`src/sv/ptpu_pkg.sv`:
```
package ptpu_pkg;

   // fixed field widths
   localparam int BYTE_W      = 8;
   localparam int RI_W        = 20;
   localparam int DIM_CFG_W   = 11;
   localparam int TILE_CFG_W  = 7;
   localparam int CSR_IDX_W   = 3;
   localparam int CSR_DATA_W  = 11;

   // default geometry limits
   localparam int DEF_MAX_DIM  = 1024;
   localparam int DEF_MAX_TILE = 64;

   // queue between front and back
   localparam int Q_DEPTH = 4;
   localparam int Q_PTR_W = 2;

   // register reset values
   localparam logic [1:0]            RST_DEPTH  = 2'd2;
   localparam logic                  RST_KEEP   = 1'b0;
   localparam logic [DIM_CFG_W-1:0]  RST_WIDTH  = 11'd256;
   localparam logic [DIM_CFG_W-1:0]  RST_HEIGHT = 11'd256;
   localparam logic [TILE_CFG_W-1:0] RST_TILE_W = 7'd8;
   localparam logic [TILE_CFG_W-1:0] RST_TILE_H = 7'd8;

   localparam logic [1:0] DEPTH_8BPP = 2'd3;

   typedef enum logic [CSR_IDX_W-1:0] {
      CSR_DEPTH    = 3'd0,
      CSR_KEEP     = 3'd1,
      CSR_WIDTH    = 3'd2,
      CSR_HEIGHT   = 3'd3,
      CSR_TILE_W   = 3'd4,
      CSR_TILE_H   = 3'd5
   } csr_index_type;

   // one queued item: byte already in unpack order, plus its depth
   typedef struct packed {
      logic [BYTE_W-1:0] bits;
      logic [1:0]        depth;
   } qentry_type;

   function automatic logic [BYTE_W-1:0] flip8(input logic [BYTE_W-1:0] b);
      logic [BYTE_W-1:0] r;
      for (int i = 0; i < BYTE_W; i++) begin
         r[BYTE_W-1-i] = b[i];
      end
      return r;
   endfunction

   function automatic logic [BYTE_W-1:0] pixel_mask(input logic [1:0] depth);
      logic [BYTE_W-1:0] m;
      unique case (depth)
         2'd0: m = 8'h01;
         2'd1: m = 8'h03;
         2'd2: m = 8'h0F;
         default: m = 8'hFF;
      endcase
      return m;
   endfunction

   // index of the final pixel within a byte
   function automatic logic [2:0] last_slot(input logic [1:0] depth);
      logic [2:0] s;
      unique case (depth)
         2'd0: s = 3'd7;
         2'd1: s = 3'd3;
         2'd2: s = 3'd1;
         default: s = 3'd0;
      endcase
      return s;
   endfunction

endpackage

```
`src/sv/ptpu_front.sv`:
```
module ptpu_front import ptpu_pkg::*; (
   input  logic              req_valid,
   input  logic [BYTE_W-1:0] req_packed_byte,
   output logic              req_stall,
   input  logic [1:0]        depth_code,
   input  logic              keep_bit_order,
   input  logic              q_full,
   input  logic              hold,
   output logic              push,
   output qentry_type        push_entry
);

   // accept when the queue has room, geometry is settled and no register write is offered
   assign req_stall = q_full || hold;
   assign push      = req_valid && !req_stall;

   // put the byte in unpack order: reversed below 8 bpp unless kept
   always_comb begin
      push_entry.depth = depth_code;
      if (depth_code != DEPTH_8BPP && !keep_bit_order) begin
         push_entry.bits = flip8(req_packed_byte);
      end else begin
         push_entry.bits = req_packed_byte;
      end
   end

endmodule

```
`src/sv/ptpu_fifo.sv`:
```
module ptpu_fifo import ptpu_pkg::*; (
   input  logic       clock,
   input  logic       reset,
   input  logic       push,
   input  qentry_type push_entry,
   input  logic       pop,
   output qentry_type head,
   output logic       empty,
   output logic       full
);

   qentry_type             mem_ff [Q_DEPTH];
   logic [Q_PTR_W-1:0]     wr_ptr_ff, wr_ptr_in;
   logic [Q_PTR_W-1:0]     rd_ptr_ff, rd_ptr_in;
   logic [Q_PTR_W:0]       count_ff, count_in;

   assign empty = (count_ff == '0);
   assign full  = (count_ff == (Q_PTR_W+1)'(Q_DEPTH));
   assign head  = mem_ff[rd_ptr_ff];

   // pointer and fill count
   always_comb begin
      wr_ptr_in = push ? wr_ptr_ff + 1'b1 : wr_ptr_ff;
      rd_ptr_in = pop  ? rd_ptr_ff + 1'b1 : rd_ptr_ff;
      count_in  = count_ff;
      if (push && !pop) begin
         count_in = count_ff + 1'b1;
      end else if (pop && !push) begin
         count_in = count_ff - 1'b1;
      end
   end

   always_ff @(posedge clock) begin
      if (reset) begin
         wr_ptr_ff <= '0;
         rd_ptr_ff <= '0;
         count_ff  <= '0;
      end else begin
         wr_ptr_ff <= wr_ptr_in;
         rd_ptr_ff <= rd_ptr_in;
         count_ff  <= count_in;
      end
   end

   // storage
   always_ff @(posedge clock) begin
      if (push) begin
         mem_ff[wr_ptr_ff] <= push_entry;
      end
   end

   a_no_overflow: assert property (@(posedge clock) disable iff (reset)
      push |-> !full) else $error("queue written while full");

   a_no_underflow: assert property (@(posedge clock) disable iff (reset)
      pop |-> !empty) else $error("queue read while empty");

endmodule

```
`src/sv/ptpu_div.sv`:
```
module ptpu_div #(
   parameter int DIM_W  = 11,
   parameter int TILE_W = 7
) (
   input  logic              clock,
   input  logic              reset,
   input  logic              start,
   input  logic [DIM_W-1:0]  dividend_x,
   input  logic [DIM_W-1:0]  dividend_y,
   input  logic [TILE_W-1:0] divisor_x,
   input  logic [TILE_W-1:0] divisor_y,
   output logic              busy,
   output logic [DIM_W-1:0]  quot_x,
   output logic [DIM_W-1:0]  quot_y
);

   localparam int SC_W = $clog2(DIM_W + 1);
   localparam int TW1  = TILE_W + 1;

   logic [DIM_W-1:0]  dvd [2];
   logic [TILE_W-1:0] dvs [2];
   logic [DIM_W-1:0]  quo_ff [2];
   logic [DIM_W-1:0]  quo_in [2];
   logic [TILE_W-1:0] rem_ff [2];
   logic [TILE_W-1:0] rem_in [2];
   logic [TW1-1:0]    trial [2];
   logic [TW1-1:0]    diff [2];
   logic              ge [2];
   logic              busy_ff, busy_in;
   logic [SC_W-1:0]   cnt_ff, cnt_in;

   assign dvd[0] = dividend_x;
   assign dvd[1] = dividend_y;
   assign dvs[0] = divisor_x;
   assign dvs[1] = divisor_y;
   assign busy   = busy_ff;

   // tile counts: a zero quotient counts as one tile
   assign quot_x = (quo_ff[0] == '0) ? DIM_W'(1) : quo_ff[0];
   assign quot_y = (quo_ff[1] == '0) ? DIM_W'(1) : quo_ff[1];

   // restoring division, one quotient bit per cycle while busy, both lanes together
   always_comb begin
      for (int i = 0; i < 2; i++) begin
         trial[i]  = {rem_ff[i], quo_ff[i][DIM_W-1]};
         diff[i]   = trial[i] - TW1'(dvs[i]);
         ge[i]     = (trial[i] >= TW1'(dvs[i]));
         quo_in[i] = quo_ff[i];
         rem_in[i] = rem_ff[i];
         if (start) begin
            quo_in[i] = dvd[i];
            rem_in[i] = '0;
         end else if (busy_ff) begin
            quo_in[i] = {quo_ff[i][DIM_W-2:0], ge[i]};
            rem_in[i] = ge[i] ? diff[i][TILE_W-1:0] : trial[i][TILE_W-1:0];
         end
      end
   end

   // step counter
   always_comb begin
      busy_in = busy_ff;
      cnt_in  = cnt_ff;
      if (start) begin
         busy_in = 1'b1;
         cnt_in  = SC_W'(DIM_W);
      end else if (busy_ff) begin
         cnt_in = cnt_ff - 1'b1;
         if (cnt_ff == SC_W'(1)) begin
            busy_in = 1'b0;
         end
      end
   end

   always_ff @(posedge clock) begin
      if (reset) begin
         busy_ff <= 1'b0;
         cnt_ff  <= '0;
      end else begin
         busy_ff <= busy_in;
         cnt_ff  <= cnt_in;
      end
   end

   always_ff @(posedge clock) begin
      for (int i = 0; i < 2; i++) begin
         quo_ff[i] <= quo_in[i];
         rem_ff[i] <= rem_in[i];
      end
   end

endmodule

```
`src/sv/ptpu_back.sv`:
```
module ptpu_back import ptpu_pkg::*; #(
   parameter int DIM_W  = 11,
   parameter int TILE_W = 7,
   parameter int TC_W   = 10,
   parameter int CT_W   = 6
) (
   input  logic              clock,
   input  logic              reset,
   input  logic              q_valid,
   input  qentry_type        q_head,
   output logic              q_pop,
   input  logic              geom_ok,
   input  logic [DIM_W-1:0]  width,
   input  logic [TILE_W-1:0] tile_w,
   input  logic [TILE_W-1:0] tile_h,
   input  logic [DIM_W-1:0]  tiles_x,
   input  logic [DIM_W-1:0]  tiles_y,
   output logic              rsp_valid,
   input  logic              rsp_stall,
   output logic [BYTE_W-1:0] rsp_pixel_value,
   output logic [RI_W-1:0]   rsp_raster_index,
   output logic              rsp_last_of_byte,
   output logic              rsp_last_of_frame
);

   localparam int TW1 = TILE_W + 1;
   localparam int DW1 = DIM_W + 1;

   logic              adv, issue, at_last;
   logic [2:0]        k_ff, k_in;
   logic [2:0]        shamt;
   logic [BYTE_W-1:0] shifted, pix;
   logic              wc, wtc, wl, wr, lof;

   logic [CT_W-1:0]   col_ff, col_in;
   logic [CT_W-1:0]   line_ff, line_in;
   logic [TC_W-1:0]   tcol_ff, tcol_in;
   logic [TC_W-1:0]   trow_ff, trow_in;

   logic              s1_valid_ff;
   logic [BYTE_W-1:0] s1_pix_ff;
   logic              s1_lob_ff, s1_lof_ff;
   logic [RI_W-1:0]   s1_row_ff, s1_row_in;
   logic [RI_W-1:0]   s1_col_ff, s1_col_in;

   logic              out_valid_ff;
   logic [BYTE_W-1:0] out_pix_ff;
   logic [RI_W-1:0]   out_idx_ff, out_idx_in;
   logic              out_lob_ff, out_lof_ff;

   // whole pipe moves unless the output register is held
   assign adv     = !out_valid_ff || !rsp_stall;
   assign issue   = adv && q_valid && geom_ok;
   assign at_last = (k_ff == last_slot(q_head.depth));
   assign q_pop   = issue && at_last;

   // pick the current pixel from the head byte
   always_comb begin
      shamt   = 3'(k_ff << q_head.depth);
      shifted = q_head.bits >> shamt;
      pix     = shifted & pixel_mask(q_head.depth);
      k_in    = k_ff;
      if (issue) begin
         k_in = at_last ? 3'd0 : k_ff + 3'd1;
      end
   end

   // wrap conditions of the position counters
   always_comb begin
      wc  = (TW1'(col_ff)  + TW1'(1) >= TW1'(tile_w));
      wtc = (DW1'(tcol_ff) + DW1'(1) >= DW1'(tiles_x));
      wl  = (TW1'(line_ff) + TW1'(1) >= TW1'(tile_h));
      wr  = (DW1'(trow_ff) + DW1'(1) >= DW1'(tiles_y));
      lof = wc && wtc && wl && wr;
   end

   // counter advance: column, tile column, line, tile row
   always_comb begin
      col_in  = col_ff;
      tcol_in = tcol_ff;
      line_in = line_ff;
      trow_in = trow_ff;
      if (issue) begin
         col_in = wc ? '0 : col_ff + 1'b1;
         if (wc) begin
            tcol_in = wtc ? '0 : tcol_ff + 1'b1;
            if (wtc) begin
               line_in = wl ? '0 : line_ff + 1'b1;
               if (wl) begin
                  trow_in = wr ? '0 : trow_ff + 1'b1;
               end
            end
         end
      end
   end

   // raster position, low bits only
   always_comb begin
      s1_row_in  = RI_W'(trow_ff) * RI_W'(tile_h) + RI_W'(line_ff);
      s1_col_in  = RI_W'(tcol_ff) * RI_W'(tile_w) + RI_W'(col_ff);
      out_idx_in = s1_row_ff * RI_W'(width) + s1_col_ff;
   end

   // control registers
   always_ff @(posedge clock) begin
      if (reset) begin
         k_ff         <= '0;
         col_ff       <= '0;
         line_ff      <= '0;
         tcol_ff      <= '0;
         trow_ff      <= '0;
         s1_valid_ff  <= 1'b0;
         out_valid_ff <= 1'b0;
      end else begin
         k_ff    <= k_in;
         col_ff  <= col_in;
         line_ff <= line_in;
         tcol_ff <= tcol_in;
         trow_ff <= trow_in;
         if (adv) begin
            s1_valid_ff  <= issue;
            out_valid_ff <= s1_valid_ff;
         end
      end
   end

   // payload registers
   always_ff @(posedge clock) begin
      if (issue) begin
         s1_pix_ff <= pix;
         s1_lob_ff <= at_last;
         s1_lof_ff <= lof;
         s1_row_ff <= s1_row_in;
         s1_col_ff <= s1_col_in;
      end
      if (adv && s1_valid_ff) begin
         out_pix_ff <= s1_pix_ff;
         out_idx_ff <= out_idx_in;
         out_lob_ff <= s1_lob_ff;
         out_lof_ff <= s1_lof_ff;
      end
   end

   assign rsp_valid         = out_valid_ff;
   assign rsp_pixel_value   = out_pix_ff;
   assign rsp_raster_index  = out_idx_ff;
   assign rsp_last_of_byte  = out_lob_ff;
   assign rsp_last_of_frame = out_lof_ff;

   a_slot_restart: assert property (@(posedge clock) disable iff (reset)
      q_pop |=> (k_ff == 3'd0)) else $error("pixel slot not restarted");

   a_stage_held: assert property (@(posedge clock) disable iff (reset)
      (s1_valid_ff && !adv) |=> s1_valid_ff) else $error("pixel lost in pipe");

endmodule

```
`src/sv/packed_tile_pixel_unpacker.sv`:
```
// Tiled packed-pixel to linear 8-bit pixel unpacker.
//
// Input channel (req_*): one raw image byte per item, in tiled storage order
// (tile rows, lines in a tile, tile columns, columns in a line). Output
// channel (rsp_*): one item per pixel with its value, row-major raster index
// and last-of-byte / last-of-frame flags. Both channels use valid/stall.
// Configuration (csr_*): index/data writes, taken while csr_ready is high.
//
// A byte yields 8 >> depth_code pixels, one per cycle while rsp_stall does not
// hold the output and the geometry is settled; the single pixel issue slot of
// the back end sets this rate. Each pixel passes the back end's s1 register and
// then its output register. A 4-entry queue separates byte intake from pixel
// issue, so input is taken while results are waiting.
// After reset and after every register write the tile counts are recomputed
// by a bit-serial divider: input is stalled while the divide is pending or
// running and while csr_valid is high, and csr_ready is low while the divider
// is busy. Reset clears the position counters and loads the register defaults.
// When rsp_stall is high and an output item is valid, it holds and the whole
// pixel pipe freezes; input continues until the queue fills.
module packed_tile_pixel_unpacker import ptpu_pkg::*; #(
   parameter int MAX_DIM  = DEF_MAX_DIM,
   parameter int MAX_TILE = DEF_MAX_TILE
) (
   input  logic                  clock,
   input  logic                  reset,
   input  logic                  req_valid,
   output logic                  req_stall,
   input  logic [BYTE_W-1:0]     req_packed_byte,
   output logic                  rsp_valid,
   input  logic                  rsp_stall,
   output logic [BYTE_W-1:0]     rsp_pixel_value,
   output logic [RI_W-1:0]       rsp_raster_index,
   output logic                  rsp_last_of_byte,
   output logic                  rsp_last_of_frame,
   input  logic                  csr_valid,
   output logic                  csr_ready,
   input  logic [CSR_IDX_W-1:0]  csr_index,
   input  logic [CSR_DATA_W-1:0] csr_data
);

   localparam int DIM_W  = $clog2(MAX_DIM + 1);
   localparam int TILE_W = $clog2(MAX_TILE + 1);
   localparam int TC_W   = (MAX_DIM > 1) ? $clog2(MAX_DIM) : 1;
   localparam int CT_W   = (MAX_TILE > 1) ? $clog2(MAX_TILE) : 1;

   logic [1:0]            depth_ff;
   logic                  keep_ff;
   logic [DIM_CFG_W-1:0]  width_ff, height_ff;
   logic [TILE_CFG_W-1:0] tile_w_ff, tile_h_ff;
   logic                  dirty_ff, dirty_in;

   logic                  csr_write, div_start, div_busy, hold, geom_ok;
   logic [DIM_W-1:0]      w_cl, h_cl, tiles_x, tiles_y;
   logic [TILE_W-1:0]     tw_cl, th_cl;

   logic                  push, pop, q_empty, q_full;
   qentry_type            push_entry, q_head;

   assign csr_ready = !div_busy;
   assign csr_write = csr_valid && csr_ready;
   assign div_start = dirty_ff && !div_busy;
   assign hold      = dirty_ff || div_busy || csr_valid;
   assign geom_ok   = !dirty_ff && !div_busy;

   // configuration registers
   always_ff @(posedge clock) begin
      if (reset) begin
         depth_ff  <= RST_DEPTH;
         keep_ff   <= RST_KEEP;
         width_ff  <= RST_WIDTH;
         height_ff <= RST_HEIGHT;
         tile_w_ff <= RST_TILE_W;
         tile_h_ff <= RST_TILE_H;
      end else if (csr_write) begin
         unique case (csr_index_type'(csr_index))
            CSR_DEPTH:  depth_ff  <= csr_data[1:0];
            CSR_KEEP:   keep_ff   <= csr_data[0];
            CSR_WIDTH:  width_ff  <= csr_data[DIM_CFG_W-1:0];
            CSR_HEIGHT: height_ff <= csr_data[DIM_CFG_W-1:0];
            CSR_TILE_W: tile_w_ff <= csr_data[TILE_CFG_W-1:0];
            CSR_TILE_H: tile_h_ff <= csr_data[TILE_CFG_W-1:0];
            default: ;
         endcase
      end
   end

   // tile counts need recomputing after reset and after any write
   always_comb begin
      dirty_in = dirty_ff;
      if (csr_write) begin
         dirty_in = 1'b1;
      end else if (div_start) begin
         dirty_in = 1'b0;
      end
   end

   always_ff @(posedge clock) begin
      if (reset) begin
         dirty_ff <= 1'b1;
      end else begin
         dirty_ff <= dirty_in;
      end
   end

   // clamp dimensions to [1, limit]
   always_comb begin
      if (width_ff == '0) begin
         w_cl = DIM_W'(1);
      end else if (32'(width_ff) > MAX_DIM) begin
         w_cl = DIM_W'(MAX_DIM);
      end else begin
         w_cl = DIM_W'(width_ff);
      end
      if (height_ff == '0) begin
         h_cl = DIM_W'(1);
      end else if (32'(height_ff) > MAX_DIM) begin
         h_cl = DIM_W'(MAX_DIM);
      end else begin
         h_cl = DIM_W'(height_ff);
      end
      if (tile_w_ff == '0) begin
         tw_cl = TILE_W'(1);
      end else if (32'(tile_w_ff) > MAX_TILE) begin
         tw_cl = TILE_W'(MAX_TILE);
      end else begin
         tw_cl = TILE_W'(tile_w_ff);
      end
      if (tile_h_ff == '0) begin
         th_cl = TILE_W'(1);
      end else if (32'(tile_h_ff) > MAX_TILE) begin
         th_cl = TILE_W'(MAX_TILE);
      end else begin
         th_cl = TILE_W'(tile_h_ff);
      end
   end

   ptpu_div #(
      .DIM_W  (DIM_W),
      .TILE_W (TILE_W)
   ) u_div (
      .clock      (clock),
      .reset      (reset),
      .start      (div_start),
      .dividend_x (w_cl),
      .dividend_y (h_cl),
      .divisor_x  (tw_cl),
      .divisor_y  (th_cl),
      .busy       (div_busy),
      .quot_x     (tiles_x),
      .quot_y     (tiles_y)
   );

   ptpu_front u_front (
      .req_valid       (req_valid),
      .req_packed_byte (req_packed_byte),
      .req_stall       (req_stall),
      .depth_code      (depth_ff),
      .keep_bit_order  (keep_ff),
      .q_full          (q_full),
      .hold            (hold),
      .push            (push),
      .push_entry      (push_entry)
   );

   ptpu_fifo u_fifo (
      .clock      (clock),
      .reset      (reset),
      .push       (push),
      .push_entry (push_entry),
      .pop        (pop),
      .head       (q_head),
      .empty      (q_empty),
      .full       (q_full)
   );

   ptpu_back #(
      .DIM_W  (DIM_W),
      .TILE_W (TILE_W),
      .TC_W   (TC_W),
      .CT_W   (CT_W)
   ) u_back (
      .clock             (clock),
      .reset             (reset),
      .q_valid           (!q_empty),
      .q_head            (q_head),
      .q_pop             (pop),
      .geom_ok           (geom_ok),
      .width             (w_cl),
      .tile_w            (tw_cl),
      .tile_h            (th_cl),
      .tiles_x           (tiles_x),
      .tiles_y           (tiles_y),
      .rsp_valid         (rsp_valid),
      .rsp_stall         (rsp_stall),
      .rsp_pixel_value   (rsp_pixel_value),
      .rsp_raster_index  (rsp_raster_index),
      .rsp_last_of_byte  (rsp_last_of_byte),
      .rsp_last_of_frame (rsp_last_of_frame)
   );

   a_hold_while_div: assert property (@(posedge clock) disable iff (reset)
      div_busy |-> (req_stall && !pop)) else $error("item moved during divide");

endmodule

```
`config.mk`:
```
export PLATFORM = sky130hd
export DESIGN_NAME = packed_tile_pixel_unpacker
export DESIGN_NICKNAME = d
export VERILOG_FILES = /design/src/sv/ptpu_pkg.sv /design/src/sv/ptpu_front.sv /design/src/sv/ptpu_fifo.sv /design/src/sv/ptpu_div.sv /design/src/sv/ptpu_back.sv /design/src/sv/packed_tile_pixel_unpacker.sv
export SDC_FILE = /design/constraint.sdc
export NUM_CORES = 1
export LEC_CHECK = 0
export ABC_CLOCK_PERIOD_IN_PS = 17500
export BUFFER_PORTS_ARGS = -buffer_cell sky130_fd_sc_hd__buf_2
export CAP_MARGIN = 20
export CORE_MARGIN = 8
export CORE_UTILIZATION = 44
export CTS_BUF_LIST = sky130_fd_sc_hd__clkbuf_4 sky130_fd_sc_hd__clkbuf_8
export CTS_CLUSTER_SIZE = 40
export DETAILED_ROUTE_END_ITERATION = 16
export SYNTH_ARGS = -nofsm -noshare
export SYNTH_HDL_FRONTEND = slang
export SYNTH_SLANG_ARGS = --single-unit
```
`constraint.sdc`:
```
create_clock -name clock -period 17.5 [get_ports clock]
set_input_delay 1.75 -clock clock [delete_from_list [all_inputs] [get_ports clock]]
set_output_delay 1.75 -clock clock [all_outputs]
set_load 0.03 [all_outputs]
```
# After elaboration in Yosys (flattened, before gate mapping)
# Memory sizes are Yosys's and may differ from the RTL's. A register that Yosys moved wholly into a read port is not among the register bits.
# Index checks and enable logic that the tools add are counted.
# W data, S select, Z words.
[totals] reg_bits=169 mem_bits_rw=76 in_bits=27 out_inout_bits=33 word_cells=166 mem_count=3
[mem_list] name="u_fifo.mem_ff" depth=4 width=10 read_ports=1 rd_clocked_by_memory_dff=1 wr=1 line_no="ptpu_fifo.sv:12" text="qentry_type mem_ff [Q_DEPTH];"
[mem_list] name="u_div.quo_ff" depth=2 width=11 read_ports=2 rd_clocked_by_memory_dff=0 wr=2 line_no="ptpu_div.sv:22" text="logic [DIM_W-1:0] quo_ff [2];"
[mem_list] name="u_div.rem_ff" depth=2 width=7 read_ports=2 rd_clocked_by_memory_dff=0 wr=2 line_no="ptpu_div.sv:24" text="logic [TILE_W-1:0] rem_ff [2];"
[classes] add_sub_neg=19 mul=3 n_lt_le_gt_ge=10 n_eq_ne=11 n_shift=2 mux=39 n_bitwise=1 n_reduce_logical=49
[op_table] op="$mux W11" count=10
[op_table] op="$mux W7" count=10
[op_table] op="$logic_not A11 Y1" count=4
[op_table] op="$add A17 B6 Y18" count=2
[op_table] op="$mul A10 B7 Y17" count=2
[op_table] op="$ge A8 B7 Y1" count=4
[op_table] op="$ge A12 B11 Y1" count=2
[op_table] op="$pmux W8 S3" count=1
[op_table] op="$add A10 B1 Y11 const B" count=2
[op_table] op="$gt A11 B11 Y1 const B" count=2
[op_table] op="$add A10 B1 Y10 const B" count=2
[op_table] op="$add A20 B20 Y20" count=1
[op_table] op="$mul A20 B11 Y20" count=1
[op_table] op="$mux W10" count=2
[op_table] op="$add A6 B1 Y7 const B" count=2
[op_table] op="$gt A7 B7 Y1 const B" count=2
[op_table] op="$logic_and A1 B1 Y1" count=14
[op_table] op="$logic_not A7 Y1" count=2
[op_table] op="$reduce_and A2 Y1" count=7
[op_table] op="$sub A7 B7 Y7" count=2
[op_table] op="$add A6 B1 Y6 const B" count=2
[op_table] op="$mux W6" count=2
[op_table] op="$eq A3 B3 Y1 const B" count=3
[op_table] op="$logic_not A1 Y1" count=9
[op_table] op="other kinds (27)" count=44

# Longest topological paths before layout
[logic_depth] word_depth=9 ltp_mapped=24

# Cells and area by module
# A second synthesis with hierarchy kept.
[unflattened] cells_unflattened=2358 hier_area_um2=22489.1
[by_module_without_submodules] module="ptpu_back" n_inst=1 cells_per_inst=1728 area_each_um2=15625.0
[by_module_without_submodules] module="ptpu_div" n_inst=1 cells_per_inst=313 area_each_um2=2895.3
[by_module_without_submodules] module="packed_tile_pixel_unpacker" n_inst=1 cells_per_inst=207 area_each_um2=1961.9
[by_module_without_submodules] module="ptpu_fifo" n_inst=1 cells_per_inst=96 area_each_um2=1871.8
[by_module_without_submodules] module="ptpu_front" n_inst=1 cells_per_inst=14 area_each_um2=135.1

# Least setup slack after synthesis
# Ideal clock, no wire load.
[synth_path] path_type="register -> register" from="register width_ff[3]" to="register u_back.out_idx_ff[19], in the netlist u_back.rsp_raster_index[19] (data pin)" setup_ns=0.260 arrival_time_ns=5.414 required_time_ns=17.240 setup_slack_ns=11.826 stages_incl_launch_ff=23 n_path_buf=1 synth_period_minus_slack_ns=5.674 path_cell_list="dfxtp_1 > nor4_1 > nand3_1 > o21ai_0 > and2_1 > clkbuf_1 > nand2_1 > fa_1 > inv_1 > fa_1 > fa_1 > fa_1 > inv_1 > fa_1 > inv_1 > ha_1 > nor2_1 > nor2_1 > o21ai_0 > nand2b_1 > a311oi_1 > a21oi_1 > xnor2_1"
[synth_between] elab_chain_cells=5 word_cells_on_any_way=6 cone_classes="add/sub: 1; mul: 1; order compare: 1; mux: 2; reduce/logical: 1"
[synth_lines] element="from (decl)" line_no="packed_tile_pixel_unpacker.sv:48" text="logic [DIM_CFG_W-1:0] width_ff, height_ff;"
[synth_lines] element="from (signal assigned)" line_no="packed_tile_pixel_unpacker.sv:78" text="CSR_WIDTH: width_ff <= csr_data[DIM_CFG_W-1:0];"
[synth_lines] element="$gt A11 B11 Y1" line_no="packed_tile_pixel_unpacker.sv:109" text="end else if (32'(width_ff) > MAX_DIM) begin"
[synth_lines] element="$mux W11" line_no="packed_tile_pixel_unpacker.sv:109"
[synth_lines] element="$mux W11 *" line_no="packed_tile_pixel_unpacker.sv:107" text="if (width_ff == '0) begin"
[synth_lines] element="$mul A20 B11 Y20 *" line_no="ptpu_back.sv:101" text="out_idx_in = s1_row_ff * RI_W'(width) + s1_col_ff;"
[synth_lines] element="$add A20 B20 Y20 *" line_no="ptpu_back.sv:101"
[synth_lines] element="net u_back.out_idx_in[19]" line_no="ptpu_back.sv:48" text="logic [RI_W-1:0] out_idx_ff, out_idx_in;"
[synth_lines] element="to (signal assigned)" line_no="ptpu_back.sv:138" text="out_idx_ff <= out_idx_in;"
[synth_lines] element="to (decl)" line_no="ptpu_back.sv:48"
# The timed path passes the listed nets; every way through them passes the cells marked *.
# A chain may end at the register's enable or synchronous reset.

# Worst setup path in the final report
[layout_path] from="register width_ff[5]" to="register u_back.out_idx_ff[19], in the netlist u_back.rsp_raster_index[19] (data pin)"
# The elaborated chain is that of the path after synthesis.

==> impl_metrics.json <==
{
  "start_util_pct": 44.4,
  "synth_cell_type_count": 69,
  "synth_area_um2": 21600,
  "insertion_delay_ns": 0.60,
  "cts.sinks": 243,
  "cpPeakStageDelay_ns": 0.76,
  "path_cells": "nor4_1 > nand3_1 > o21ai_0 > and2_1 > nand2_1 > fa_1 > inv_1 > fa_1 > fa_1 > fa_1 > inv_1 > fa_1 > inv_1 > ha_1 > nor2_1 > nor2_1 > o21ai_0 > nand2b_1 > a311oi_1 > a21oi_1 > xnor2_1",
  "rrSetupSlack_ns": 10.79,
  "r2r-start": "width_ff[5]",
  "setup_ws_ns": 10.79,
  "ir_drop_uv": 71.3,
  "synth.top_cell.area_share_pct": 20.4,
  "critPathKind": "register to register",
  "powerDensity_nw_per_um2": 67.2,
  "ys_seq_elements": 243,
  "synth_seq_area_share_pct": 28.9,
  "final_common_cell": "inv_1",
  "post_cts_buffers": 0,
  "r2r_cells": 21,
  "crit_start": "width_ff[5]",
  "skew_ns": 0.0389,
  "status": "finished clean",
  "worst_pin_slew_ns": 1.04,
  "synth_top_area_cell": "fa_1",
  "place.port_buffers": 59,
  "slew_violations": 0,
  "overflow": 0,
  "grt_pass1_wl_mm": 81.9,
  "pre_cts_slack_ns": 10.88,
  "path_max_fanout": 14,
  "cp-endpoint": "u_back.rsp_raster_index[19]",
  "drt_wl_total_mm": 48.6,
  "final.setup.tns_ns": 0,
  "synth-edff-count": 138,
  "first_iter_violations": 746,
  "power_frac_comb_pct": 18.6,
  "via_per_inst": 5.14,
  "grt_use_total_pct": 17.6,
  "drc": 0,
  "drive_gt1_share_pct": 8.00,
  "crit_family": "adder cells",
  "r2r_end": "u_back.rsp_raster_index[19]",
  "area_growth_pct": 8.85,
  "place_congestion": 0.837,
  "dp_hpwl_mm": 37.8,
  "clk_pin_slew_ns": 0.06,
  "hold_violations": 0,
  "ctsHoldBuffers": 0,
  "cts_buffers": 43,
  "fin_nets": 2708,
  "die_y_um": 238,
  "tritoncts": "done",
  "ant_nets": 0,
  "die-area_um2": 56500,
  "start_kind": "register",
  "fin_hold_ws_ns": 0.416,
  "wire_per_inst_um": 16.4,
  "p_int_uw": 1130,
  "synth_async_sr_flop_share_pct": 0,
  "rows": 81,
  "crit_cells": 21,
  "power_frac_seq_pct": 42.7,
  "cp.arrival_ns": 7.04,
  "slowest_stage": "o21ai_0",
  "layout_common_cells": "388 x inv_1, 252 x nand2_1, 221 x fa_1",
  "max-slew-margin-rel_pct": 30.7,
  "rsz0062_at_grt": "false",
  "critical_path.most_common_cell": "fa_1",
  "first_pass_iters": 6,
  "yosysWarnings": 0,
  "cap_violations": 0,
  "p_leak_uw": 0.0109,
  "vias": 15245,
  "die-width_um": 238,
  "cts-root-buf": "clkbuf_8",
  "core_area_um2": 48700,
  "cp_num_buf_inv": 3,
  "end_kind": "register",
  "hold_class": "register to register",
  "clock.fmax_mhz": 149,
  "antenna_found_initial": 1,
  "ys.flop_type": "edfxtp_1",
  "clkPwrFrac_pct": 38.7,
  "power_switching_uw": 450,
  "syn_nets": 2678,
  "grt_pass1_vias": 16112,
  "synthCells": 2240,
  "grt_max_degree": 88,
  "pin_count": 60,
  "clk_path_buf_depth": 3,
  "syn_area_per_cell_um2": 9.66,
  "swShare_pct": 28.4,
  "worstPathRequired_ns": 17.83,
  "synth.area.top_cells": "fa_1 20%, edfxtp_1 19%, ha_1 11%",
  "min_period_ns": 6.71,
  "post_cts_resized": 0,
  "min_period_over_period_pct": 38.4,
  "setup_viol": 0,
  "htree_levels": 2,
  "final_util_pct": 48.3
}
==> synthesized netlist by cell type, drive strengths merged (5+ instances only) <==
cell type and count:
inv 388, nand2 254, fa 221, ha 190, edfxtp 138, nor2 125, dfxtp 105, and2 94
clkbuf 82, a21oi 79, xnor2 66, mux2i 59, o21ai 51, nand3 46, a21o 35, nor2b 29
xor2 26, and3 24, nor3 22, mux2 20, a211oi 16, o21a 13, nand2b 12, nor4 11
a31oi 10, mux4 10, nand4 9, o311ai 9, o211ai 8, buf 7, nand3b 7, o32ai 7
a22o 6, nand4b 6, o31ai 6, or3 6, a2111oi 5
==> metrics by stage <==
stage                     cell area, µm²  total power (µW)  instances
after global placement             22500               969       2887
after global routing               23600              1670       2966
final                              23600              1580       2966
after CTS                          23500              1600       2964
after detailed placement           22500               982       2888
after floorplan                    21600               905       2240
==> power groups by stage <==
stage / clock network (µW) / registers [µW] / logic, µW
6_report: 613 / 676 / 295
3_3_place_gp: 0 / 687 / 282
4_1_cts: 631 / 676 / 297
2_1_floorplan: 0 / 672 / 234
3_5_place_dp: 0 / 687 / 295
5_1_grt: 657 / 681 / 336
==> area by class of cell <==
class | count | area (µm²)
fill | 4585 | 25200
inverter | 389 | 1460
antenna | 1 | 2.50
sequential | 243 | 6250
multi-input combinational | 1519 | 13600
clock inverter | 22 | 293
timing repair buffer | 74 | 435
clock buffer | 54 | 699
tap | 664 | 831
==> per-layer routing <==
layer  vias up  GRT usage [%]  share of wire (%)
met3        81           2.66                4.1
met5         -              0                  0
li1       7381              -                  -
met4         0           5.52                2.2
met1      7482           22.9                 46
met2       301           29.9                 48
==> worst register-to-register path, stage by stage (launching register included) <==
cell and delay (ns):
dfxtp_1 0.39, nor4_1 0.27, nand3_1 0.13, o21ai_0 0.76, and2_1 0.53, nand2_1 0.14
fa_1 0.53, inv_1 0.05, fa_1 0.46, fa_1 0.51, fa_1 0.55, inv_1 0.05
fa_1 0.52, inv_1 0.04, ha_1 0.34, nor2_1 0.15, nor2_1 0.05, o21ai_0 0.15
nand2b_1 0.11, a311oi_1 0.44, a21oi_1 0.14, xnor2_1 0.14
==> logic make-up (layout without fill, tap and decap cells) <==
family / after synthesis / in the layout / share of synthesized area (%)
adder cells (fa/ha/maj): 411 / 411 / 31.4
multiplexers: 89 / 89 / 4.93
flip-flops: 243 / 243 / 28.9
buffers and inverters: 478 / 539 / 8.36
AND/OR/NAND/NOR: 653 / 653 / 14.3
XOR/XNOR: 92 / 92 / 3.76
other: 0 / 1 / 0
AO/OA/AOI/OAI: 274 / 274 / 8.37
==> worst min path at each step <==
stage                                     end           startpoint  cells past startpoint  slack, ns
finish                u_back.rsp_last_of_byte     u_back.s1_lob_ff                      0       0.42
floorplan             u_back.rsp_last_of_byte     u_back.s1_lob_ff                      0       0.40
global route        u_back.rsp_pixel_value[5]  u_back.s1_pix_ff[5]                      0       0.42
detailed placement    u_back.rsp_last_of_byte     u_back.s1_lob_ff                      0       0.41
CTS                   u_back.rsp_last_of_byte     u_back.s1_lob_ff                      0       0.42
global placement    u_back.rsp_pixel_value[3]  u_back.s1_pix_ff[3]                      0       0.40
==> registers in the layout, indices dropped and copies added (netlist names), 7 cells and up, named ones only <==
| signal | count |
|---|---|
| u_fifo.mem_ff | 40 |
| u_div.quo_ff | 22 |
| u_back.rsp_raster_index | 20 |
| u_back.s1_col_ff | 18 |
| u_back.s1_row_ff | 18 |
| u_div.rem_ff | 14 |
| height_ff | 11 |
| width_ff | 11 |
| u_back.tcol_ff | 10 |
| u_back.trow_ff | 10 |
| u_back.rsp_pixel_value | 8 |
| u_back.s1_pix_ff | 8 |
| tile_h_ff | 7 |
| tile_w_ff | 7 |
Power figures use the tool's default switching activity.
